## src/nepg_pkg.sv

```systemverilog
// Shared types, constants and arithmetic helpers of the noise effect pixel generator.
// Depends on nothing; every other file of the block but nepg_ifs imports it.
package nepg_pkg;

    // Effect selection codes.
    localparam logic [2:0] EFFECT_CLOUDS = 3'd0;
    localparam logic [2:0] EFFECT_LAVA   = 3'd1;
    localparam logic [2:0] EFFECT_PLASMA = 3'd2;
    localparam logic [2:0] EFFECT_FOREST = 3'd3;
    localparam logic [2:0] EFFECT_OCEAN  = 3'd4;
    localparam int unsigned NUM_EFFECTS  = 5;

    // Lattice hash and mixer constants.
    localparam logic [31:0] MIX_MUL1        = 32'h7feb352d;
    localparam logic [31:0] MIX_MUL2        = 32'h846ca68b;
    localparam logic [31:0] HASH_X          = 32'd374761393;
    localparam logic [31:0] HASH_Y          = 32'd668265263;
    localparam logic [31:0] OCTAVE_SEED_XOR = 32'hA5A5A5A5;

    // Per-effect seeds.
    localparam logic [31:0] SEED_CLOUDS = 32'h00C10ED5;
    localparam logic [31:0] SEED_LAVA   = 32'h01A4A0A9;
    localparam logic [31:0] SEED_CRACK  = 32'h0BADC0DE;
    localparam logic [31:0] SEED_PLASMA = 32'h0051A5AA;
    localparam logic [31:0] SEED_FOREST = 32'h00F0EE57;
    localparam logic [31:0] SEED_OCEAN  = 32'h000CEA11;
    localparam logic [31:0] SEED_CREST  = 32'h00B10E55;

    // Lattice scale of each effect: lattice position = pixel * 256 / divisor.
    localparam int unsigned COORD_DIV [NUM_EFFECTS] = '{55, 45, 38, 70, 60};

    // Thresholds.
    localparam logic [7:0] CRACK_LEVEL = 8'd42;
    localparam logic [7:0] CREST_LEVEL = 8'd210;

    // Pipeline depth of one value noise unit.
    localparam int unsigned NOISE_LATENCY = 5;

    typedef struct packed {
        logic [7:0] red;
        logic [7:0] green;
        logic [7:0] blue;
    } rgb_t;

    // Gradient stops of the three gradient effects and the ocean crest tint.
    localparam rgb_t CLOUDS_LOW  = '{red: 8'd5,   green: 8'd8,   blue: 8'd20};
    localparam rgb_t CLOUDS_MID  = '{red: 8'd90,  green: 8'd110, blue: 8'd150};
    localparam rgb_t CLOUDS_HIGH = '{red: 8'd220, green: 8'd235, blue: 8'd255};
    localparam rgb_t LAVA_LOW    = '{red: 8'd5,   green: 8'd0,   blue: 8'd0};
    localparam rgb_t LAVA_MID    = '{red: 8'd255, green: 8'd60,  blue: 8'd0};
    localparam rgb_t LAVA_HIGH   = '{red: 8'd255, green: 8'd200, blue: 8'd20};
    localparam rgb_t PLASMA_LOW  = '{red: 8'd140, green: 8'd0,   blue: 8'd220};
    localparam rgb_t PLASMA_MID  = '{red: 8'd30,  green: 8'd160, blue: 8'd255};
    localparam rgb_t PLASMA_HIGH = '{red: 8'd255, green: 8'd255, blue: 8'd255};
    localparam rgb_t CREST_TINT  = '{red: 8'd220, green: 8'd240, blue: 8'd255};

    // Noise lattice positions and seeds of one pixel.
    typedef struct packed {
        logic [15:0] xp;
        logic [15:0] yp;
        logic [31:0] seed_a;
        logic [31:0] seed_b;
        logic [31:0] seed_c;
    } coord_t;

    // Per-pixel data that travels beside the noise units.
    typedef struct packed {
        logic [2:0] mode;
        logic [7:0] dxy;
        logic [7:0] vgrad;
    } side_t;

    // Exact floor(p / 255) for p up to 255 * 255.
    function automatic logic [7:0] div255(input logic [15:0] p);
        logic [16:0] s;
        s = 17'(p) + 17'(p[15:8]) + 17'd1;
        return s[15:8];
    endfunction

    // a + (b - a) * t / 255 with the quotient truncated toward zero.
    function automatic logic [7:0] blend(input logic [7:0] a, input logic [7:0] b,
                                         input logic [7:0] t);
        logic       neg;
        logic [7:0] mag;
        logic [7:0] q;
        neg = (b < a);
        mag = neg ? (a - b) : (b - a);
        q   = div255(16'(mag) * 16'(t));
        return neg ? (a - q) : (a + q);
    endfunction

    // a * b / 255, truncated.
    function automatic logic [7:0] scale8(input logic [7:0] a, input logic [7:0] b);
        return div255(16'(a) * 16'(b));
    endfunction

endpackage

```

## src/nepg_shade.sv

```systemverilog
// Octave sum and effect color mapping, four register stages ending in the output word.
// Depends on nepg_pkg.
module nepg_shade (
    input  logic            clk,
    input  logic            rst_n,
    input  logic            en,
    input  logic            in_valid,
    input  logic [7:0]      noise_a,
    input  logic [7:0]      noise_b,
    input  logic [7:0]      noise_c,
    input  nepg_pkg::side_t side,
    output logic            out_valid,
    output nepg_pkg::rgb_t  color
);
    import nepg_pkg::*;

    // Octave stage.
    logic       v7_reg, v7_next;
    logic [7:0] n7_reg, n7_next;
    logic [7:0] c7_reg, c7_next;
    side_t      side7_reg;

    // Effect term stage.
    logic       v8_reg, v8_next;
    logic [2:0] mode8_reg;
    logic [7:0] t1_reg, t1_next;
    logic [7:0] t2_reg, t2_next;
    logic       black8_reg, black8_next;
    rgb_t       a_reg, a_next;
    logic [7:0] aux_reg, aux_next;

    // First gradient / shading stage.
    logic       v9_reg, v9_next;
    logic [2:0] mode9_reg;
    logic [7:0] t2b_reg;
    logic       black9_reg;
    rgb_t       p_reg, p_next;

    // Output stage.
    logic       v10_reg, v10_next;
    rgb_t       out_reg, out_next;

    logic [7:0] sq, pv, psq, wave, w;
    rgb_t       lo, mid, hi;

    // Two-octave weighted sum.
    always_comb
    begin
        n7_next = div255(16'(noise_a) * 16'd166 + 16'(noise_b) * 16'd89);
        c7_next = noise_c;
        v7_next = in_valid;
    end

    // Per-effect terms from the summed noise.
    always_comb
    begin
        t1_next     = '0;
        t2_next     = '0;
        black8_next = 1'b0;
        a_next      = '0;
        aux_next    = '0;
        sq   = scale8(n7_reg, n7_reg);
        pv   = n7_reg ^ side7_reg.dxy;
        psq  = scale8(pv, pv);
        wave = (n7_reg >> 1) + (c7_reg >> 1);
        unique case (side7_reg.mode)
            EFFECT_CLOUDS:
            begin
                t1_next = sq;
                t2_next = sq >> 1;
            end
            EFFECT_LAVA:
            begin
                t1_next     = n7_reg;
                t2_next     = sq;
                black8_next = (c7_reg < CRACK_LEVEL);
            end
            EFFECT_PLASMA:
            begin
                t1_next = psq;
                t2_next = psq >> 1;
            end
            EFFECT_FOREST:
            begin
                a_next.green = 8'd40 + div255(16'(n7_reg) * 16'd180);
                a_next.red   = (n7_reg > 8'd200) ? 8'((n7_reg - 8'd200) * 8'd3) : 8'd0;
                a_next.blue  = (n7_reg < 8'd80) ? (8'd80 - n7_reg) : 8'd0;
                aux_next     = 8'd255 - (side7_reg.vgrad >> 1);
            end
            EFFECT_OCEAN:
            begin
                a_next.green = 8'd20 + div255(16'(wave) * 16'd100);
                a_next.blue  = 8'd60 + div255(16'(wave) * 16'd190);
                aux_next     = wave;
            end
            default:
            begin
                aux_next = '0;
            end
        endcase
        v8_next = v7_reg;
    end

    // Gradient stops of the current effect.
    always_comb
    begin
        unique case (mode8_reg)
            EFFECT_CLOUDS:
            begin
                lo = CLOUDS_LOW;
                mid = CLOUDS_MID;
            end
            EFFECT_LAVA:
            begin
                lo = LAVA_LOW;
                mid = LAVA_MID;
            end
            default:
            begin
                lo = PLASMA_LOW;
                mid = PLASMA_MID;
            end
        endcase
        unique case (mode9_reg)
            EFFECT_CLOUDS: hi = CLOUDS_HIGH;
            EFFECT_LAVA:   hi = LAVA_HIGH;
            default:       hi = PLASMA_HIGH;
        endcase
    end

    // First gradient blend, forest shading, ocean crest highlight.
    always_comb
    begin
        p_next = '0;
        w = 8'((aux_reg - CREST_LEVEL) * 8'd3);
        unique case (mode8_reg)
            EFFECT_CLOUDS, EFFECT_LAVA, EFFECT_PLASMA:
            begin
                p_next.red   = blend(lo.red, mid.red, t1_reg);
                p_next.green = blend(lo.green, mid.green, t1_reg);
                p_next.blue  = blend(lo.blue, mid.blue, t1_reg);
            end
            EFFECT_FOREST:
            begin
                p_next.red   = scale8(a_reg.red, aux_reg);
                p_next.green = scale8(a_reg.green, aux_reg);
                p_next.blue  = scale8(a_reg.blue, aux_reg);
            end
            EFFECT_OCEAN:
            begin
                if (aux_reg > CREST_LEVEL)
                begin
                    p_next.red   = blend(a_reg.red, CREST_TINT.red, w);
                    p_next.green = blend(a_reg.green, CREST_TINT.green, w);
                    p_next.blue  = blend(a_reg.blue, CREST_TINT.blue, w);
                end
                else
                begin
                    p_next = a_reg;
                end
            end
            default:
            begin
                p_next = '0;
            end
        endcase
        v9_next = v8_reg;
    end

    // Second gradient blend and final color select.
    always_comb
    begin
        out_next = '0;
        unique case (mode9_reg)
            EFFECT_CLOUDS, EFFECT_PLASMA:
            begin
                out_next.red   = blend(p_reg.red, hi.red, t2b_reg);
                out_next.green = blend(p_reg.green, hi.green, t2b_reg);
                out_next.blue  = blend(p_reg.blue, hi.blue, t2b_reg);
            end
            EFFECT_LAVA:
            begin
                if (!black9_reg)
                begin
                    out_next.red   = blend(p_reg.red, hi.red, t2b_reg);
                    out_next.green = blend(p_reg.green, hi.green, t2b_reg);
                    out_next.blue  = blend(p_reg.blue, hi.blue, t2b_reg);
                end
            end
            EFFECT_FOREST, EFFECT_OCEAN:
            begin
                out_next = p_reg;
            end
            default:
            begin
                out_next = '0;
            end
        endcase
        v10_next = v9_reg;
    end

    always_ff @(posedge clk or negedge rst_n)
    begin
        if (!rst_n)
        begin
            v7_reg  <= 1'b0;
            v8_reg  <= 1'b0;
            v9_reg  <= 1'b0;
            v10_reg <= 1'b0;
        end
        else if (en)
        begin
            v7_reg  <= v7_next;
            v8_reg  <= v8_next;
            v9_reg  <= v9_next;
            v10_reg <= v10_next;
        end
    end

    always_ff @(posedge clk)
    begin
        if (en)
        begin
            n7_reg     <= n7_next;
            c7_reg     <= c7_next;
            side7_reg  <= side;
            mode8_reg  <= side7_reg.mode;
            t1_reg     <= t1_next;
            t2_reg     <= t2_next;
            black8_reg <= black8_next;
            a_reg      <= a_next;
            aux_reg    <= aux_next;
            mode9_reg  <= mode8_reg;
            t2b_reg    <= t2_reg;
            black9_reg <= black8_reg;
            p_reg      <= p_next;
            out_reg    <= out_next;
        end
    end

    assign out_valid = v10_reg;
    assign color     = out_reg;

endmodule

```

## config.mk

```make
export PLATFORM = sky130hd
export DESIGN_NAME = nepg_shade
export DESIGN_NICKNAME = d
export VERILOG_FILES = /design/src/nepg_pkg.sv /design/src/nepg_shade.sv
export SDC_FILE = /design/constraint.sdc
export NUM_CORES = 2
export LEC_CHECK = 0
export ABC_AREA = 1
export BUFFER_PORTS_ARGS = -buffer_cell sky130_fd_sc_hd__buf_4
export CORE_ASPECT_RATIO = 0.8
export CORE_MARGIN = 2
export CORE_UTILIZATION = 30
export DETAILED_ROUTE_END_ITERATION = 16
export GPL_TIMING_DRIVEN = 0
export PLACE_DENSITY = 0.43
export SYNTH_ARGS = -nofsm -noshare
export SYNTH_HDL_FRONTEND = slang
export SYNTH_SLANG_ARGS = --single-unit
```

## constraint.sdc

```tcl
create_clock -name clk -period 10.55 [get_ports clk]
set_input_delay 1.5825 -clock clk [delete_from_list [all_inputs] [get_ports clk]]
set_output_delay 1.5825 -clock clk [all_outputs]
set_load 0.02 [all_outputs]
```

### After elaboration in Yosys (flattened, before gate mapping)

Index checks and enable logic that the tools add are counted.

* $add $sub $neg: 81
* $mul: 21
* $lt $le $gt $ge: 13
* equal/unequal tests: 12
* mux-type cells: 30
* bitwise operators: 1
* reduce and logical (&&, ||, !) cells: 7

Operators by type and width (count)
* $add 16x1->16 const B: 18
* $add 16x8->16: 17
* $mul 8x8->16: 14
* $sub 8x8->8: 21
* $mux 8: 19
* $pmux 24 s3: 2
* $pmux 24 s2: 2
* $add 8x8->8: 9
* $lt 8x8->1: 6
* $mux 24: 2
* $pmux 8 s3: 2
* $mul 8x7->15 const B: 3
* $pmux 22 s2: 1
* $sub 8x8->8 const B: 5
* $pmux 16 s2: 1
* $lt 8x8->1 const A: 3
* $sub 8x8->8 const A: 3
* $eq 3x2->1 const B: 6
* $add 15x7->16: 1
* $add 16x15->16: 1
* $add 6x8->8 const A: 2
* $gt 8x8->1 const B: 2
* $mul 8x2->8 const B: 2
* $pmux 8 s2: 1
* other kinds (15): 22

* flip-flop bits (word level): 151
* logic and storage cells: 191

### Depth between registers and ports, before layout

* depth after elaboration: 11
* gate-level depth with buffers: 65
* mapped depth without buffers: 65

### Worst setup path after synthesis

OpenSTA, ideal clock, no wires.

* path type: reg2reg
* from: register mode9_reg[2]
* to: register out_reg, in the netlist color[7] (data pin)
* setup time: 0.254 ns
* data arrival time: 9.810 ns
* path slack: 0.486 ns
* cell stages (with the launch flop): 56
* buffers on the path: 2
* cell sequence: edfxtp_1 -> nor3_1 -> inv_1 -> ha_1 -> a21oi_1 -> o21a_1 -> o21ai_0 -> a21oi_1 -> buf_4 -> inv_1 -> buf_2 -> nand2_1 -> o31ai_1 -> o221ai_1 -> xor2_1 -> nor2_1 -> fa_1 -> fa_1 -> [20 not listed] -> nor2_1 -> xnor2_1 -> inv_1 -> ha_1 -> a21oi_1 -> nand2_1 -> nand2_1 -> nand2_1 -> a21oi_1 -> o21bai_1 -> a21oi_1 -> xor2_1 -> xnor2_1 -> xnor2_1 -> inv_1 -> nand3_1 -> nand3_1 -> nand2_1

RTL lines
* start: declaration: line nepg_shade.sv:34 `logic [2:0] mode9_reg;`
* start signal: assignment: line nepg_shade.sv:233 `mode9_reg <= mode8_reg;`
* end signal: assignment: line nepg_shade.sv:237 `out_reg <= out_next;`
* end: declaration: line nepg_shade.sv:41 `rgb_t out_reg, out_next;`

==> flow_summary.ini <==
[outcome]
status = completed

[setup_path]
path_class = reg2reg
crit_path_end_kind = flip-flop
required_ps = 10800
crit_arrival_ps = 10250
timing.critical_path.mode_cell = nand2_1
cpLargestDelayFamily = adder cells
path_buf_inv = 13
critical_path.slowest_cell = fa_1
worstPathMaxFanout = 10
critPathMaxStageDelay_ps = 560
startpoint_type = flip-flop
cp_num_cells = 58
worstRegToRegCells = 58

[global_routing]
grt_pass1_wl_um = 242000
antenna_found_initial = 9
grt_max_degree = 104
grt_usage_pct = 17.7
grt_pass1_vias = 43500
overflow = 0

[min_path]
min_path_type = reg2reg
hold_depth = 0

[layout]
multi_input_area_um2 = 41400
post-route-util_pct = 33.8
layout_common_cells = inv_1, nand2_1, ha_1
layout_commonest_cell = inv_1
fillers = 18500
area_growth_pct = 11.9
regArea_um2 = 4450
fin_nets = 8733
drive_gt1_share_pct = 6.93

[clocking]
clock_latency_ps = 540
cts_buffers = 17
cts_tree = yes
hold_buffers = 0
cts.clk_slew.worst_paths_ps = 70
cts_sinks = 149
clockBufferDepth = 2
cts-root-buf = clkbuf_16
htree_levels = 4

[synth]
syn_avg_cell_area_um2 = 7.25
netlist_instances = 7055
synth_area_leaders = ha_1, fa_1, inv_1
synthFlopType = edfxtp_1
synth_fa_ha_area_share_pct = 43.3
ys_async_sr_fraction_pct = 2.68
synth-xor-area-share_pct = 5.55
synth_compound_area_share_pct = 7.62
synth_top_family_by_area = adder cells
yosysSeqAreaShare_pct = 8.71
netlist_area_um2 = 51100
synth_top_area_share_pct = 21.8
ys_types = 64
synth_edf_count = 145
muxShareOfSynthArea_pct = 0
synth_simple_gate_area_share_pct = 21.7
ys_ff_latch = 149
ys_warn_count = 0
synth_top_cell_by_area = ha_1

[timing]
fmax_ghz = 0.0999
fin_tns_setup_ps = 0
min_period_ps = 10010
relSlewSlack_pct = 14.6
finalCritPeriodShare_pct = 94.9
tightest_slew_ps = 1270
drv_slew = 0
setup_viol = 0
fin_skew_ps = 17.8
timing.hold.ws_ps = 434
finalHoldViolCount = 0

[drt]
drtPass1Iterations = 5
drtIter0Drc = 2654
postRouteAntennaNets = 0
avgRoutedWirePerCell_um = 16.0
drt_wl_total_um = 153000
drc = 0
via_count = 43800
via_per_inst = 4.60

[die]
io_pins = 72
die_h_um = 373
rows = 135
fp.coreArea_um2 = 169000
initial_core_util_pct = 30.2
die_area_um2 = 174000
die_x_um = 466

[placement]
dp_hpwl_um = 131000
io_buffers = 69
place_congestion = 0.860

[flow_run]
maxCapViolCount = 0
-- cell usage after synthesis (13+ instances only) --
cell / number
xor2_1: 214
o22ai_1: 27
edfxtp_1: 145
o211ai_1: 17
nor3_1: 38
clkinv_1: 13
ha_1: 889
nor2_1: 679
o21bai_1: 36
a21o_1: 25
a21oi_1: 323
nand3b_1: 24
o21ai_0: 176
nand2_2: 13
fa_1: 550
inv_1: 1643
nand2_1: 1437
nand3_1: 339
nand4_1: 63
clkbuf_1: 101
or2_2: 45
xnor2_1: 98
-- cell families after synthesis --
family                   Yosys count
AO/OA/AOI/OAI                    688
AND/OR/NAND/NOR                 2683
other                              2
adder cells (fa/ha/maj)         1439
XOR/XNOR                         317
buffers and inverters           1777
flip-flops                       149
-- area by class of cell --
class | instances | share of cell area [%]
clock inverter | 15 | 0.295
buffer | 113 | 0.978
tap | 2260 | 4.94
multi-input combinational | 5159 | 72.3
clock buffer | 17 | 0.744
inverter | 1660 | 11.0
timing repair buffer | 147 | 1.98
sequential | 149 | 7.79
antenna | 1 | 0.00437
-- stage by stage --
stage / cell area, um2 / setup WS [ps] / std cells
finish: 57200 / 541 / 9521
global route: 57200 / -70.7 / 9521
CTS: 55900 / 14.2 / 9479
detailed placement: 54600 / -2100 / 9416
global placement: 54600 / -1970 / 9414
floorplan: 51200 / 486 / 7085
-- path summary, 6_finish.rpt --
check / end / from / slack (ps)
hold / removal: black9_reg / black8_reg / 430
setup / recovery: color[15] / mode9_reg[0] / 540
min in group asynchronous: v10_next / rst_n / 840
max in group asynchronous: v8_reg / rst_n / 9600
hold reg to reg: black9_reg / black8_reg / 430
setup reg to reg: color[15] / mode9_reg[0] / 540
-- metal layers --
layer / global-route usage, % / routed length, um / up-vias
met5: 0 / 60 / -
met4: 3.20 / 2300 / 8
met3: 2.59 / 7090 / 109
met2: 27.0 / 64800 / 733
met1: 26.3 / 78500 / 20700
li1: - / - / 22300
-- repair_timing --
| item | CTS | global route |
|---|---|---|
| endpoints found under the setup margin | 45 | 19 |
| pin swaps | 15 | 68 |
| resized for setup | 98 | 245 |
| cloned | 0 | 0 |
| buffers inserted | 31 | 45 |
Power is left out: the tool's default activity adds up to more than one toggle a clock period on the data nets, which glitch-free logic cannot reach.
