File: src/nepg_pkg.sv
// Shared types, constants and arithmetic helpers of the noise effect pixel generator.
// Depends on nothing; every other file of the block but nepg_ifs imports it.
package nepg_pkg;

    // Effect selection codes.
    localparam logic [2:0] EFFECT_CLOUDS = 3'd0;
    localparam logic [2:0] EFFECT_LAVA   = 3'd1;
    localparam logic [2:0] EFFECT_PLASMA = 3'd2;
    localparam logic [2:0] EFFECT_FOREST = 3'd3;
    localparam logic [2:0] EFFECT_OCEAN  = 3'd4;
    localparam int unsigned NUM_EFFECTS  = 5;

    // Lattice hash and mixer constants.
    localparam logic [31:0] MIX_MUL1        = 32'h7feb352d;
    localparam logic [31:0] MIX_MUL2        = 32'h846ca68b;
    localparam logic [31:0] HASH_X          = 32'd374761393;
    localparam logic [31:0] HASH_Y          = 32'd668265263;
    localparam logic [31:0] OCTAVE_SEED_XOR = 32'hA5A5A5A5;

    // Per-effect seeds.
    localparam logic [31:0] SEED_CLOUDS = 32'h00C10ED5;
    localparam logic [31:0] SEED_LAVA   = 32'h01A4A0A9;
    localparam logic [31:0] SEED_CRACK  = 32'h0BADC0DE;
    localparam logic [31:0] SEED_PLASMA = 32'h0051A5AA;
    localparam logic [31:0] SEED_FOREST = 32'h00F0EE57;
    localparam logic [31:0] SEED_OCEAN  = 32'h000CEA11;
    localparam logic [31:0] SEED_CREST  = 32'h00B10E55;

    // Lattice scale of each effect: lattice position = pixel * 256 / divisor.
    localparam int unsigned COORD_DIV [NUM_EFFECTS] = '{55, 45, 38, 70, 60};

    // Thresholds.
    localparam logic [7:0] CRACK_LEVEL = 8'd42;
    localparam logic [7:0] CREST_LEVEL = 8'd210;

    // Pipeline depth of one value noise unit.
    localparam int unsigned NOISE_LATENCY = 5;

    typedef struct packed {
        logic [7:0] red;
        logic [7:0] green;
        logic [7:0] blue;
    } rgb_t;

    // Gradient stops of the three gradient effects and the ocean crest tint.
    localparam rgb_t CLOUDS_LOW  = '{red: 8'd5,   green: 8'd8,   blue: 8'd20};
    localparam rgb_t CLOUDS_MID  = '{red: 8'd90,  green: 8'd110, blue: 8'd150};
    localparam rgb_t CLOUDS_HIGH = '{red: 8'd220, green: 8'd235, blue: 8'd255};
    localparam rgb_t LAVA_LOW    = '{red: 8'd5,   green: 8'd0,   blue: 8'd0};
    localparam rgb_t LAVA_MID    = '{red: 8'd255, green: 8'd60,  blue: 8'd0};
    localparam rgb_t LAVA_HIGH   = '{red: 8'd255, green: 8'd200, blue: 8'd20};
    localparam rgb_t PLASMA_LOW  = '{red: 8'd140, green: 8'd0,   blue: 8'd220};
    localparam rgb_t PLASMA_MID  = '{red: 8'd30,  green: 8'd160, blue: 8'd255};
    localparam rgb_t PLASMA_HIGH = '{red: 8'd255, green: 8'd255, blue: 8'd255};
    localparam rgb_t CREST_TINT  = '{red: 8'd220, green: 8'd240, blue: 8'd255};

    // Noise lattice positions and seeds of one pixel.
    typedef struct packed {
        logic [15:0] xp;
        logic [15:0] yp;
        logic [31:0] seed_a;
        logic [31:0] seed_b;
        logic [31:0] seed_c;
    } coord_t;

    // Per-pixel data that travels beside the noise units.
    typedef struct packed {
        logic [2:0] mode;
        logic [7:0] dxy;
        logic [7:0] vgrad;
    } side_t;

    // Exact floor(p / 255) for p up to 255 * 255.
    function automatic logic [7:0] div255(input logic [15:0] p);
        logic [16:0] s;
        s = 17'(p) + 17'(p[15:8]) + 17'd1;
        return s[15:8];
    endfunction

    // a + (b - a) * t / 255 with the quotient truncated toward zero.
    function automatic logic [7:0] blend(input logic [7:0] a, input logic [7:0] b,
                                         input logic [7:0] t);
        logic       neg;
        logic [7:0] mag;
        logic [7:0] q;
        neg = (b < a);
        mag = neg ? (a - b) : (b - a);
        q   = div255(16'(mag) * 16'(t));
        return neg ? (a - q) : (a + q);
    endfunction

    // a * b / 255, truncated.
    function automatic logic [7:0] scale8(input logic [7:0] a, input logic [7:0] b);
        return div255(16'(a) * 16'(b));
    endfunction

endpackage

File: src/nepg_coord.sv
// First pipeline stage: lattice positions, seeds and geometric terms of one pixel.
// Depends on nepg_pkg.
module nepg_coord #(
    parameter int unsigned FRAME_WIDTH  = 48,
    parameter int unsigned FRAME_HEIGHT = 16
) (
    input  logic            clk,
    input  logic            rst_n,
    input  logic            en,
    input  logic            in_valid,
    input  logic [5:0]      pixel_col,
    input  logic [3:0]      pixel_row,
    input  logic [31:0]     frame_phase,
    input  logic [2:0]      mode,
    output logic            out_valid,
    output nepg_pkg::coord_t coord,
    output nepg_pkg::side_t  side
);
    import nepg_pkg::*;

    localparam logic [7:0] CENTER_X = 8'(FRAME_WIDTH / 2);
    localparam logic [7:0] CENTER_Y = 8'(FRAME_HEIGHT / 2);

    logic [15:0] x_base [NUM_EFFECTS][64];
    logic [15:0] y_base [NUM_EFFECTS][16];
    logic [7:0]  vgrad_tab [16];

    logic     valid_reg, valid_next;
    coord_t   coord_reg, coord_next;
    side_t    side_reg, side_next;
    logic [7:0] dx, dy;

    // Constant tables of the lattice scale and the vertical gradient.
    for (genvar m = 0; m < NUM_EFFECTS; m++) begin : g_mode
        for (genvar i = 0; i < 64; i++) begin : g_col
            assign x_base[m][i] = 16'((i * 256) / COORD_DIV[m]);
        end
        for (genvar j = 0; j < 16; j++) begin : g_row
            assign y_base[m][j] = 16'((j * 256) / COORD_DIV[m]);
        end
    end
    for (genvar j = 0; j < 16; j++) begin : g_vgrad
        assign vgrad_tab[j] = 8'((j * 255) / (FRAME_HEIGHT - 1));
    end

    // Position, seeds and side data for the selected effect.
    always_comb
    begin
        coord_next = '0;
        dx = ({2'b00, pixel_col} > CENTER_X) ? ({2'b00, pixel_col} - CENTER_X)
                                             : (CENTER_X - {2'b00, pixel_col});
        dy = ({4'b0000, pixel_row} > CENTER_Y) ? ({4'b0000, pixel_row} - CENTER_Y)
                                               : (CENTER_Y - {4'b0000, pixel_row});
        side_next.mode  = mode;
        side_next.dxy   = 8'(dx * 8'd11 + dy * 8'd19);
        side_next.vgrad = vgrad_tab[pixel_row];
        unique case (mode)
            EFFECT_CLOUDS:
            begin
                coord_next.xp     = x_base[0][pixel_col] + frame_phase[24:9];
                coord_next.yp     = y_base[0][pixel_row] + frame_phase[25:10];
                coord_next.seed_a = SEED_CLOUDS;
            end
            EFFECT_LAVA:
            begin
                coord_next.xp     = x_base[1][pixel_col] + frame_phase[23:8];
                coord_next.yp     = y_base[1][pixel_row] + frame_phase[25:10];
                coord_next.seed_a = SEED_LAVA;
                coord_next.seed_c = SEED_CRACK;
            end
            EFFECT_PLASMA:
            begin
                coord_next.xp     = x_base[2][pixel_col] + frame_phase[24:9];
                coord_next.yp     = y_base[2][pixel_row] + frame_phase[26:11];
                coord_next.seed_a = SEED_PLASMA;
            end
            EFFECT_FOREST:
            begin
                coord_next.xp     = x_base[3][pixel_col] + frame_phase[25:10];
                coord_next.yp     = y_base[3][pixel_row] + frame_phase[27:12];
                coord_next.seed_a = SEED_FOREST;
            end
            EFFECT_OCEAN:
            begin
                coord_next.xp     = x_base[4][pixel_col] + frame_phase[24:9];
                coord_next.yp     = y_base[4][pixel_row] + frame_phase[26:11];
                coord_next.seed_a = SEED_OCEAN;
                coord_next.seed_c = SEED_CREST;
            end
            default:
            begin
                coord_next.xp = '0;
            end
        endcase
        coord_next.seed_b = coord_next.seed_a ^ OCTAVE_SEED_XOR;
        valid_next = in_valid;
    end

    always_ff @(posedge clk or negedge rst_n)
    begin
        if (!rst_n)
        begin
            valid_reg <= 1'b0;
        end
        else if (en)
        begin
            valid_reg <= valid_next;
        end
    end

    always_ff @(posedge clk)
    begin
        if (en)
        begin
            coord_reg <= coord_next;
            side_reg  <= side_next;
        end
    end

    assign out_valid = valid_reg;
    assign coord     = coord_reg;
    assign side      = side_reg;

endmodule

File: config.mk
export PLATFORM = sky130hd
export DESIGN_NAME = nepg_coord
export DESIGN_NICKNAME = d
export VERILOG_FILES = /design/src/nepg_pkg.sv /design/src/nepg_coord.sv
export SDC_FILE = /design/constraint.sdc
export NUM_CORES = 1
export LEC_CHECK = 0
export BUFFER_PORTS_ARGS = -buffer_cell sky130_fd_sc_hd__buf_2
export CAP_MARGIN = 10
export CORE_ASPECT_RATIO = 1.1
export CORE_MARGIN = 2
export CORE_UTILIZATION = 35
export DETAILED_ROUTE_END_ITERATION = 8
export HOLD_SLACK_MARGIN = 0.1
export PLACE_DENSITY = 0.64
export SKIP_CTS_REPAIR_TIMING = 1
export SYNTH_ARGS = -nofsm -noshare
export SYNTH_HDL_FRONTEND = slang
export SYNTH_SLANG_ARGS = --single-unit
File: constraint.sdc
create_clock -name clk -period 1.4 [get_ports clk]
set_input_delay 0.21 -clock clk [delete_from_list [all_inputs] [get_ports clk]]
set_output_delay 0.21 -clock clk [all_outputs]
set_load 0.1 [all_outputs]
## Word-level counts from Yosys, hierarchy flattened

Memories as Yosys holds them, arrays and structs flattened. A register that Yosys moved wholly into a read port is not among the register bits.
Cells that the tools add are included.

| word-level totals | value |
|---|---|
| bits of input ports | 49 |
| word-level logic and storage cells | 73 |
| memory bits (read-only) | 6528 |
| register bits after elaboration | 140 |
| output and inout bits | 148 |
| memories kept | 11 |

| cells by class | value |
|---|---|
| $mul | 2 |
| $lt $le $gt $ge | 4 |
| reductions and logical operators | 1 |
| bitwise operators | 3 |
| equality and inequality tests | 4 |
| muxes and demuxes | 25 |
| add/sub/neg operators | 15 |

Memory list:

| memory | words | bits a word | read ports | clocked after Yosys merged registers in | wr ports | line | RTL |
|---|---|---|---|---|---|---|---|
| (name not given) | 64 | 16 | 1 | 0 | 0 | nepg_coord.sv:85 | `coord_next.xp = x_base[4][pixel_col] + frame_phase[24:9];` |
| (name not given) | 64 | 16 | 1 | 0 | 0 | nepg_coord.sv:79 | `coord_next.xp = x_base[3][pixel_col] + frame_phase[25:10];` |
| (name not given) | 64 | 16 | 1 | 0 | 0 | nepg_coord.sv:73 | `coord_next.xp = x_base[2][pixel_col] + frame_phase[24:9];` |
| (name not given) | 64 | 16 | 1 | 0 | 0 | nepg_coord.sv:66 | `coord_next.xp = x_base[1][pixel_col] + frame_phase[23:8];` |
| (name not given) | 64 | 16 | 1 | 0 | 0 | nepg_coord.sv:60 | `coord_next.xp = x_base[0][pixel_col] + frame_phase[24:9];` |
| (name not given) | 16 | 16 | 1 | 0 | 0 | nepg_coord.sv:86 | `coord_next.yp = y_base[4][pixel_row] + frame_phase[26:11];` |
| +5 memories | -- | -- | -- | -- | -- | -- |  |

Operators with widths:

| cell | count |
|---|---|
| $mux 16 | 20 |
| $pmux 48 s5 | 1 |
| $add 16x16->16 | 10 |
| $pmux 16 s5 | 1 |
| $pmux 28 s2 | 1 |
| $mux 8 | 2 |
| $not 16->16 | 1 |
| $add 8x8->8 | 1 |
| $mul 8x4->8 const B | 1 |
| $mul 8x5->8 const B | 1 |
| $ge 7x7->1 const B | 1 |
| $not 6->7 | 1 |
| $sub 5x6->7 const A | 1 |
| $sub 6x5->7 const B | 1 |
| $eq 3x2->1 const B | 2 |
| $gt 6x5->1 const B | 1 |
| $ge 5x5->1 const B | 1 |
| $not 4->5 | 1 |
| $sub 4x4->5 const A | 1 |
| $sub 4x4->5 const B | 1 |
| $gt 4x4->1 const B | 1 |
| $eq 3x1->1 const B | 1 |
| $eq 3x3->1 const B | 1 |
| $logic_not 3->1 | 1 |

## Logic depth before layout (Yosys ltp)

Gate-level depths: netlist (run 1).

| depth | value |
|---|---|
| depth after elaboration | 7 |
| depth in mapped cells | 21 |
| depth with buffers taken out | 19 |

## Worst setup path after synthesis (run 1)

OpenSTA, ideal clock, no wires.

| timing path | value |
|---|---|
| path type | input port to flip-flop |
| start point | input port pixel_col[5] |
| end point | register side_reg, in the netlist side[15], data pin |
| cell stages on the path | 19 |
| setup slack | -3.288 ns |
| required time | 1.141 ns |
| library setup time | 0.259 ns |
| path buffers | 3 |
| arrival | 4.429 ns |
| cells stage by stage | clkbuf_1 inv_1 buf_2 buf_1 ha_1 a31oi_2 mux2_2 ha_1 fa_1 ha_1 inv_1 fa_1 inv_1 ha_1 a21o_1 a21oi_1 o21bai_1 a21oi_1 xnor2_1 |

RTL lines:

| element | line | RTL |
|---|---|---|
| from (decl) | nepg_coord.sv:11 | `input logic [5:0] pixel_col,` |
| to (signal assigned) | nepg_coord.sv:116 | `side_reg <= side_next;` |
| to (decl) | nepg_coord.sv:30 | `side_t side_reg, side_next;` |

==> flow_metrics.env, run 1 <==
export IMPL_setup_slack_ps=-2270
export IMPL_violations="setup timing"
export IMPL_tritoncts="done"
export IMPL_drt_initial_drc_count=831
export IMPL_cellLeakagePower_nw=7.25
export IMPL_via_per_inst=5.44
export IMPL_largest_register_ff_count=63
export IMPL_clock_path_buffers=2
export IMPL_h_tree_depth=3
export IMPL_p_per_area_mw_per_mm2=1060
export IMPL_die_area_mm2=0.0324
export IMPL_path_cells="buf_8, ha_4, inv_4, ha_4, a31oi_4, buf_6, mux2_4, ha_4, fa_1, ha_1, inv_2, fa_1, inv_2, ha_4, a21o_1, a21oi_4, o21bai_1, a21oi_1, xnor2_1"
export IMPL_coreArea_mm2=0.0305
export IMPL_multi_input_area_mm2=0.00899
export IMPL_globalRoute_totalOverflow=0
export IMPL_r2r_start="out_valid$_DFFE_PN0P_"
export IMPL_finalWirelength_um=40500
export IMPL_grt_max_degree=87
export IMPL_crit_path_start_kind="input pin"
export IMPL_globalplace_congestion=0.975
export IMPL_ys_ff_latch=79
export IMPL_antenna_left=0
export IMPL_antenna_found_initial=1
export IMPL_crit_arrival_ps=3770
export IMPL_tightest_slew_ps=510
export IMPL_maxCapViolCount=0
export IMPL_vdd_drop_max_mv=1.07
export IMPL_syn_area_per_cell_um2=7.97
export IMPL_setup_worst_path_class="in -> reg"
export IMPL_yosys_top_cells_count="nand2_1 (129), o21ai_0 (111), a21oi_1 (108), nor2_1 (101), ha_1 (97)"
export IMPL_drv_slew=0
export IMPL_path_depth=19
export IMPL_ys_top_cells_by_area="edfxtp_1 (22%), ha_1 (11%), o21ai_0 (5.1%)"
export IMPL_clock_sinks=79
export IMPL_critPathMaxStageDelay_ps=520
export IMPL_setup_violations_final=39
export IMPL_dr_pass1_iters=5
export IMPL_max_slew_margin=0.657
export IMPL_max_freq_mhz=272
export IMPL_postSynth_asyncResetShare=0.0127
export IMPL_start_util=0.355
export IMPL_yosysMostFrequentCell="nand2_1"
export IMPL_ff_latch_area_mm2=0.00237
export IMPL_crit_family="adder cells"
export IMPL_synth_seq_area_share=0.218
export IMPL_port_buffers=155
export IMPL_required_ps=1500
export IMPL_ios=197
export IMPL_cp_common_cell="ha_4"
export IMPL_chipHeight_um=189
export IMPL_cts_root_buf="clkbuf_16"
export IMPL_path_clk_slew_ps=60
export IMPL_synth_top_area_frac=0.216
export IMPL_crit_path_end="side[15]$_DFFE_PP_"
export IMPL_globalRouteTotalUtil=0.231
export IMPL_finalHoldViolations=0
export IMPL_syn_cell_area_mm2=0.0108
export IMPL_drc=0
export IMPL_worstSetupEndpointType="register"
export IMPL_dp_slack_ps=-2700
export IMPL_routedWlPerCell_um=18.3
export IMPL_grt_pass1_wl_um=59000
export IMPL_fill_cells=2709
export IMPL_finalPower_mw=18.1
export IMPL_vias=12017
export IMPL_ys_types=72
export IMPL_die_w_um=172
export IMPL_place_hpwl_um=30500
export IMPL_syn2layout_area_growth_pct=57.1
export IMPL_ff2ff_path_depth=1
export IMPL_crit_slowest_cell="fa_1"
export IMPL_hold_class="in -> reg"
export IMPL_finClkSkew_ps=0
export IMPL_timing_rr_end="out_valid$_DFFE_PN0P_"
export IMPL_cp_startpoint="pixel_col[3]"
export IMPL_synthCells=1359
export IMPL_fin_crit_sh=2.62
export IMPL_period_needed_ps=3670
export IMPL_synth_top_area_cell="edfxtp_1"
export IMPL_outcome="finished, violations left"
export IMPL_crit_buf_inv=5
export IMPL_r2r_setup_slack_ps=650
export IMPL_antennaDiodeCount=0
export IMPL_path_max_fanout=5
export IMPL_drive_gt1_frac=0.481
export IMPL_synthFlopType="edfxtp_1"
export IMPL_synth_edff_count=78
export IMPL_grt_pass1_vias=11183
export IMPL_clk_insertion_delay_late_ps=340
export IMPL_synth_warnings=0
export IMPL_nNetsFinal=1957
export IMPL_rsz0062_at_grt="true"
export IMPL_cts_made_buffers=9
export IMPL_num_rows=67
==> cell type report <==
class / instances / share of cell area
Sequential cell: 79 / 0.139
Clock buffer: 11 / 0.0137
Multi-Input combinational cell: 1064 / 0.528
Timing Repair Buffer: 555 / 0.264
Clock inverter: 5 / 0.00331
Tap cell: 414 / 0.0304
Inverter: 83 / 0.0215
==> logic make-up (layout without fill, tap and decap cells) <==
| kind of cell | count (synthesis) | in the layout | share of synthesized area |
|---|---|---|---|
| compound gates | 442 | 442 | 0.261 |
| xor+xnor | 79 | 79 | 0.0639 |
| fa+ha+maj | 116 | 116 | 0.147 |
| buf+inv | 244 | 654 | 0.115 |
| flops | 79 | 79 | 0.218 |
| mux | 28 | 28 | 0.0393 |
| other cells | 2 | 30 | 0.000693 |
| simple gates | 369 | 369 | 0.155 |
==> how the worst min path moves through the flow <==
stage | start | end | cells past startpoint
after floorplan | rst_n | out_valid$_DFFE_PN0P_ | 0
after global placement | rst_n | out_valid$_DFFE_PN0P_ | 1
after detailed placement | rst_n | out_valid$_DFFE_PN0P_ | 1
after CTS | rst_n | out_valid$_DFFE_PN0P_ | 1
after global routing | in_valid | out_valid$_DFFE_PN0P_ | 2
final | in_valid | out_valid$_DFFE_PN0P_ | 2
==> cell usage in the layout (no fill, tap or decap), drive strengths merged, types with 19 or more instances in the layout <==
cell type  Yosys  layout
a211oi        26      26
a21oi        108     108
a31oi         23      23
buf          116     533
clkbuf        45      31
conb           2      30
edfxtp        78      78
fa            19      19
ha            97      97
inv           81      79
nand2        129     129
nand2b        22      22
nand3         25      25
nor2         103     103
nor3          29      29
o211ai        25      25
o21a          20      20
o21ai        123     123
o221ai        19      19
xnor2         48      48
xor2          31      31
==> per-layer routing <==
metal  part of all wire  track usage
met2               0.50        0.394
met3              0.062       0.0309
met1               0.39        0.286
met5            0.00032            0
met4              0.048        0.107
==> through the flow <==
stage                      util  instances  hold WS, ps  instance area (um^2)  TNS [ps]
after floorplan               -       1387        -85.6                 12100    -70580
after global placement    0.483       2146        -15.2                 14700    -80970
after detailed placement  0.483       2146        -9.25                 14700    -81820
after CTS                 0.493       2162         -384                 15000    -66120
after global routing      0.558       2211          101                 17000    -64150
final                     0.558       2211          105                 17000    -60570
==> power by group <==
part | internal, mW | total (mW) | switching [mW] | leakage (nW)
sequential | 3.11 | 3.20 | 0.0969 | 0.770
clock | 1.38 | 2.30 | 0.923 | 0.140
combinational | 4.73 | 12.6 | 7.85 | 6.34
total | 9.22 | 18.1 | 8.87 | 7.25
Note: power is estimated with default switching activity, not from simulation.
==> run 2: changes to the inputs <==
--- a/config.mk
+++ b/config.mk
@@ -12,7 +12,7 @@
 export CORE_UTILIZATION = 35
 export DETAILED_ROUTE_END_ITERATION = 8
 export HOLD_SLACK_MARGIN = 0.1
-export PLACE_DENSITY = 0.64
+export PLACE_DENSITY = 0.66
 export SKIP_CTS_REPAIR_TIMING = 1
 export SYNTH_ARGS = -nofsm -noshare
 export SYNTH_HDL_FRONTEND = slang
==> constraint.sdc (replaced) <==
create_clock -name clk -period 3.29 [get_ports clk]
set_input_delay 0.4935 -clock clk [delete_from_list [all_inputs] [get_ports clk]]
set_output_delay 0.4935 -clock clk [all_outputs]
set_load 0.1 [all_outputs]
==> run 2 against run 1 <==
Net effect: the flow still finishes with violations (setup timing); wire length is 6.2% lower; total power shrank 60%; flip-flop and latch count stayed put; sequential share of layout area is 1.8 points higher; critical path type unchanged; largest cell class unchanged.
==> flow_metrics.env, run 2 (synthesized netlist as in run 1, its figures left out) <==
export IMPL_num_rows=67
export IMPL_path_cells="buf_8, ha_4, inv_4, ha_4, a31oi_4, buf_4, mux2_4, ha_4, fa_1, ha_1, inv_2, fa_1, inv_2, ha_4, a21o_1, a21oi_2, o21bai_1, a21oi_1, xnor2_1"
export IMPL_globalRoute_totalOverflow=0
export IMPL_die_area_mm2=0.0324
export IMPL_drc=0
export IMPL_final_cell_mix="buf_4 (312), buf_2 (149), nand2_1 (125)"
export IMPL_crit_arrival_ps=4110
export IMPL_clock_path_buffers=2
export IMPL_drive_gt1_frac=0.389
export IMPL_finalHoldViolations=0
export IMPL_setup_slack_ps=-712
export IMPL_crit_path_end="side[15]$_DFFE_PP_"
export IMPL_setup_violations_final=17
export IMPL_finalPower_mw=7.19
export IMPL_via_per_inst=5.42
export IMPL_nNetsFinal=1889
export IMPL_globalplace_congestion=0.966
export IMPL_required_ps=3390
export IMPL_fin_crit_sh=1.22
export IMPL_cp_common_cell="ha_4"
export IMPL_port_buffers=155
export IMPL_rsz0062_at_grt="true"
export IMPL_tns_ps=-7870
export IMPL_ff_latch_area_mm2=0.00237
export IMPL_tightest_slew_ps=910
export IMPL_antennaDiodeCount=0
export IMPL_path_clk_slew_ps=60
export IMPL_clock_sinks=79
export IMPL_grt_max_degree=71
export IMPL_outcome="finished, violations left"
export IMPL_place_hpwl_um=29500
export IMPL_holdWs_ps=370
export IMPL_grt_pass1_wl_um=58000
export IMPL_crit_slowest_cell="fa_1"
export IMPL_cp_startpoint="pixel_col[3]"
export IMPL_ff2ff_path_depth=1
export IMPL_coreArea_mm2=0.0305
export IMPL_chipHeight_um=189
export IMPL_routedWlPerCell_um=17.8
export IMPL_violations="setup timing"
export IMPL_cts_made_buffers=9
export IMPL_h_tree_depth=3
export IMPL_max_slew_margin=0.393
export IMPL_antenna_found_initial=0
export IMPL_r2r_start="out_valid$_DFFE_PN0P_"
export IMPL_die_w_um=172
export IMPL_final_util=0.494
export IMPL_vias=11625
export IMPL_dp_slack_ps=-1090
export IMPL_cellLeakagePower_nw=6.59
export IMPL_finClkSkew_ps=0
export IMPL_worstSetupEndpointType="register"
export IMPL_dr_pass1_iters=5
export IMPL_timing_rr_end="out_valid$_DFFE_PN0P_"
export IMPL_start_util=0.355
export IMPL_p_per_area_mw_per_mm2=477
export IMPL_setup_worst_path_class="in -> reg"
export IMPL_hold_class="in -> reg"
export IMPL_final_common_cell="buf_4"
export IMPL_cts_root_buf="clkbuf_16"
export IMPL_maxCapViolCount=0
export IMPL_fill_cells=3012
export IMPL_vdd_drop_max_mv=0.449
export IMPL_globalRouteTotalUtil=0.225
export IMPL_critPathMaxStageDelay_ps=510
export IMPL_antenna_left=0
export IMPL_largest_register_ff_count=63
export IMPL_max_freq_mhz=250
export IMPL_drt_initial_drc_count=956
export IMPL_syn2layout_area_growth_pct=39.2
export IMPL_tritoncts="done"
export IMPL_clk_insertion_delay_late_ps=350
export IMPL_path_max_fanout=5
export IMPL_period_needed_ps=4000
export IMPL_drv_slew=0
export IMPL_grt_pass1_vias=11057
export IMPL_finalWirelength_um=38000
export IMPL_ios=197
export IMPL_multi_input_area_mm2=0.00808
export IMPL_crit_path_start_kind="input pin"
export IMPL_r2r_setup_slack_ps=2560
[run 2: where the power goes]
part | switching (mW) | total, mW | internal, mW | leakage (nW)
sequential | 0.0404 | 1.36 | 1.32 | 0.770
combinational | 3.11 | 4.78 | 1.68 | 5.67
clock | 0.440 | 1.04 | 0.604 | 0.150
[run 2: final cells by class]
class | instances | area share
clock buffers | 9 | 0.0149
clock inverters | 7 | 0.00573
inverters | 83 | 0.0225
multi-input cells | 1064 | 0.536
flip-flops and latches | 79 | 0.157
well taps | 414 | 0.0344
repair buffers | 487 | 0.229
[run 2: metal layers]
| metal | global-route usage | wire [um] | up-vias |
|---|---|---|---|
| met5 | 0 | 0 | - |
| met4 | 0.0688 | 939 | 0 |
| met3 | 0.0273 | 2300 | 80 |
| met2 | 0.393 | 19100 | 433 |
| met1 | 0.287 | 15700 | 5548 |
| li1 | - | - | 5564 |
[run 2: worst max-delay path, delay by kind of cell]
| family | cells | cell delay (ps) |
|---|---|---|
| muxes | 1 | 340 |
| buffers and inverters | 5 | 400 |
| AOI/OAI and AO/OA | 5 | 790 |
| adders and majority gates | 7 | 1990 |
| xor gates and xnor gates | 1 | 100 |
[run 2: how the worst min path moves through the flow]
stage	slack [ps]	startpoint	end	cells after the start
final	370	in_valid	out_valid$_DFFE_PN0P_	2
after global routing	390	in_valid	out_valid$_DFFE_PN0P_	2
after CTS	-110	rst_n	out_valid$_DFFE_PN0P_	1
after detailed placement	270	rst_n	out_valid$_DFFE_PN0P_	1
after global placement	270	rst_n	out_valid$_DFFE_PN0P_	1
after floorplan	200	rst_n	out_valid$_DFFE_PN0P_	0
[run 2: through the flow]
step | area, um^2 | std cells
floorplan | 11300 | 1387
global placement | 13900 | 2105
detailed placement | 13900 | 2105
CTS | 14200 | 2121
global route | 15100 | 2143
finish | 15100 | 2143
==> run 3: changes to the inputs <==
--- a/config.mk
+++ b/config.mk
@@ -9,10 +9,10 @@
 export CAP_MARGIN = 10
 export CORE_ASPECT_RATIO = 1.1
 export CORE_MARGIN = 2
-export CORE_UTILIZATION = 35
+export CORE_UTILIZATION = 50
 export DETAILED_ROUTE_END_ITERATION = 8
 export HOLD_SLACK_MARGIN = 0.1
-export PLACE_DENSITY = 0.66
+export PLACE_DENSITY = 0.86
 export SKIP_CTS_REPAIR_TIMING = 1
 export SYNTH_ARGS = -nofsm -noshare
 export SYNTH_HDL_FRONTEND = slang
==> run 3 against run 2 <==
Net effect: clock-buffer cell count increased by 2; the flow still finishes with violations (setup timing); utilization increased by 19 points; critical path depth decreased by 1; combinational power increased by 2%; total power decreased by 0.21%.
==> flow_metrics.env, run 3 (synthesized netlist as in run 1, its figures left out) <==
export IMPL_outcome="finished, violations left"
export IMPL_violations="setup timing"
export IMPL_final_common_cell="buf_4"
export IMPL_die_w_um=144
export IMPL_dp_cells=1959
export IMPL_finalNonFillerCells=1988
export IMPL_finalHoldViolations=0
export IMPL_num_rows=56
export IMPL_finClkSkew_ps=0
export IMPL_required_ps=3390
export IMPL_crit_buf_inv=4
export IMPL_chipHeight_um=158
export IMPL_globalRoute_totalOverflow=0
export IMPL_cts_root_buf="clkbuf_16"
export IMPL_antenna_left=0
export IMPL_via_per_inst=6.14
export IMPL_place_hpwl_um=28200
export IMPL_fill_cells=1597
export IMPL_grt_pass1_wl_um=55600
export IMPL_rsz0062_at_grt="true"
export IMPL_routedWlPerCell_um=19.2
export IMPL_seqPwrFrac=0.190
export IMPL_p_sw_mw=3.65
export IMPL_path_clk_slew_ps=70
export IMPL_max_freq_mhz=254
export IMPL_drive_gt1_frac=0.382
export IMPL_p_per_area_mw_per_mm2=490
export IMPL_cp_startpoint="pixel_col[3]"
export IMPL_globalplace_congestion=1.05
export IMPL_tritoncts="done"
export IMPL_fin_crit_sh=1.20
export IMPL_antennaDiodeCount=0
export IMPL_finalWirelength_um=38200
export IMPL_tns_ps=-7280
export IMPL_grt_pass1_vias=11263
export IMPL_period_needed_ps=3940
export IMPL_setup_violations_final=18
export IMPL_finalPower_mw=7.18
export IMPL_vdd_drop_max_mv=0.381
export IMPL_port_buffers=155
export IMPL_dr_pass1_iters=6
export IMPL_grt_max_degree=69
export IMPL_r2r_start="out_valid$_DFFE_PN0P_"
export IMPL_critPathMaxStageDelay_ps=520
export IMPL_largest_register_ff_count=63
export IMPL_cellLeakagePower_nw=6.43
export IMPL_clock_sinks=79
export IMPL_drv_slew=0
export IMPL_ios=197
export IMPL_nNetsFinal=1858
export IMPL_path_cells="buf_8, ha_4, inv_4, ha_4, a31oi_4, mux2_4, ha_4, fa_1, ha_1, inv_2, fa_1, inv_2, ha_4, a21o_1, a21oi_2, o21bai_1, a21oi_1, xnor2_1"
export IMPL_cts_made_buffers=9
export IMPL_crit_family="adder cells"
export IMPL_start_util=0.509
export IMPL_p_comb_frac=0.677
export IMPL_swShare=0.508
export IMPL_hold_class="in -> reg"
export IMPL_path_depth=18
export IMPL_vias=12214
export IMPL_max_slew_margin=0.229
export IMPL_min_from="in_valid"
export IMPL_cp_common_cell="ha_4"
export IMPL_crit_slowest_cell="fa_1"
export IMPL_crit_path_start_kind="input pin"
export IMPL_tightest_slew_ps=1160
export IMPL_intPower_mw=3.53
export IMPL_clock_path_buffers=2
export IMPL_globalRouteTotalUtil=0.306
export IMPL_dp_slack_ps=-1030
export IMPL_maxCapViolCount=0
export IMPL_syn2layout_area_growth_pct=35.3
export IMPL_path_max_fanout=6
export IMPL_pwr_share_clk=0.133
export IMPL_finish_instance_area_mm2=0.0147
export IMPL_antenna_found_initial=0
export IMPL_coreArea_mm2=0.0213
export IMPL_worstSetupEndpointType="register"
export IMPL_timing_rr_end="out_valid$_DFFE_PN0P_"
export IMPL_h_tree_depth=3
export IMPL_crit_arrival_ps=4040
export IMPL_drt_initial_drc_count=1221
export IMPL_dpl_cell_area_mm2=0.0136
export IMPL_die_area_mm2=0.0229
export IMPL_ff2ff_path_depth=1
export IMPL_crit_path_end="side[15]$_DFFE_PP_"
export IMPL_final_cell_mix="buf_4 (286), buf_2 (149), nand2_1 (123)"
export IMPL_setup_slack_ps=-654
export IMPL_r2r_setup_slack_ps=2560
export IMPL_drc=0
export IMPL_clk_insertion_delay_late_ps=340
export IMPL_setup_worst_path_class="in -> reg"
run 3: cell count changes in the layout (fill, tap and decap cells not counted), sizes merged:
cell | before | now
clkbuf | 10 | 12
inv | 85 | 82
clkinvlp | 1 | 2
bufinv | 1 | 0
buf | 485 | 454
clkinv | 3 | 4
run 3: worst min path at each step:
stage,to,cells past startpoint
after floorplan,out_valid$_DFFE_PN0P_,0
after global placement,out_valid$_DFFE_PN0P_,1
after CTS,out_valid$_DFFE_PN0P_,1
final,out_valid$_DFFE_PN0P_,2
after detailed placement,out_valid$_DFFE_PN0P_,1
after global routing,out_valid$_DFFE_PN0P_,2
run 3: stage by stage:
stage	hold WS [ps]	util
2_1_floorplan	198	-
3_3_place_gp	269	0.638
3_5_place_dp	273	0.638
4_1_cts	-92.3	0.651
5_1_grt	380	0.688
6_report	385	0.688
run 3: routing by layer:
layer | vias up | share of wire | global-route usage
li1 | 5494 | - | -
met1 | 5641 | 0.36 | 0.354
met2 | 832 | 0.49 | 0.540
met3 | 247 | 0.088 | 0.0445
met4 | 0 | 0.067 | 0.172
met5 | - | 0 | 0
run 3: area by class of cell:
type                    count  area [um^2]  share of cell area
repair buffers            456         3170               0.216
well taps                 290          363              0.0247
clock buffers              11          243              0.0166
clock inverters             5         33.8             0.00230
inverters                  83          339              0.0231
multi-input cells        1064         8150               0.556
flip-flops and latches     79         2370               0.161
run 3: power groups by stage:
stage / logic [mW] / registers (mW) / clock network (mW)
6_report: 4.86 / 1.36 / 0.955
5_1_grt: 5.16 / 1.38 / 0.997
4_1_cts: 4.49 / 1.37 / 0.958
3_5_place_dp: 4.47 / 1.39 / 0
3_3_place_gp: 4.37 / 1.38 / 0
2_1_floorplan: 2.36 / 2.40 / 0
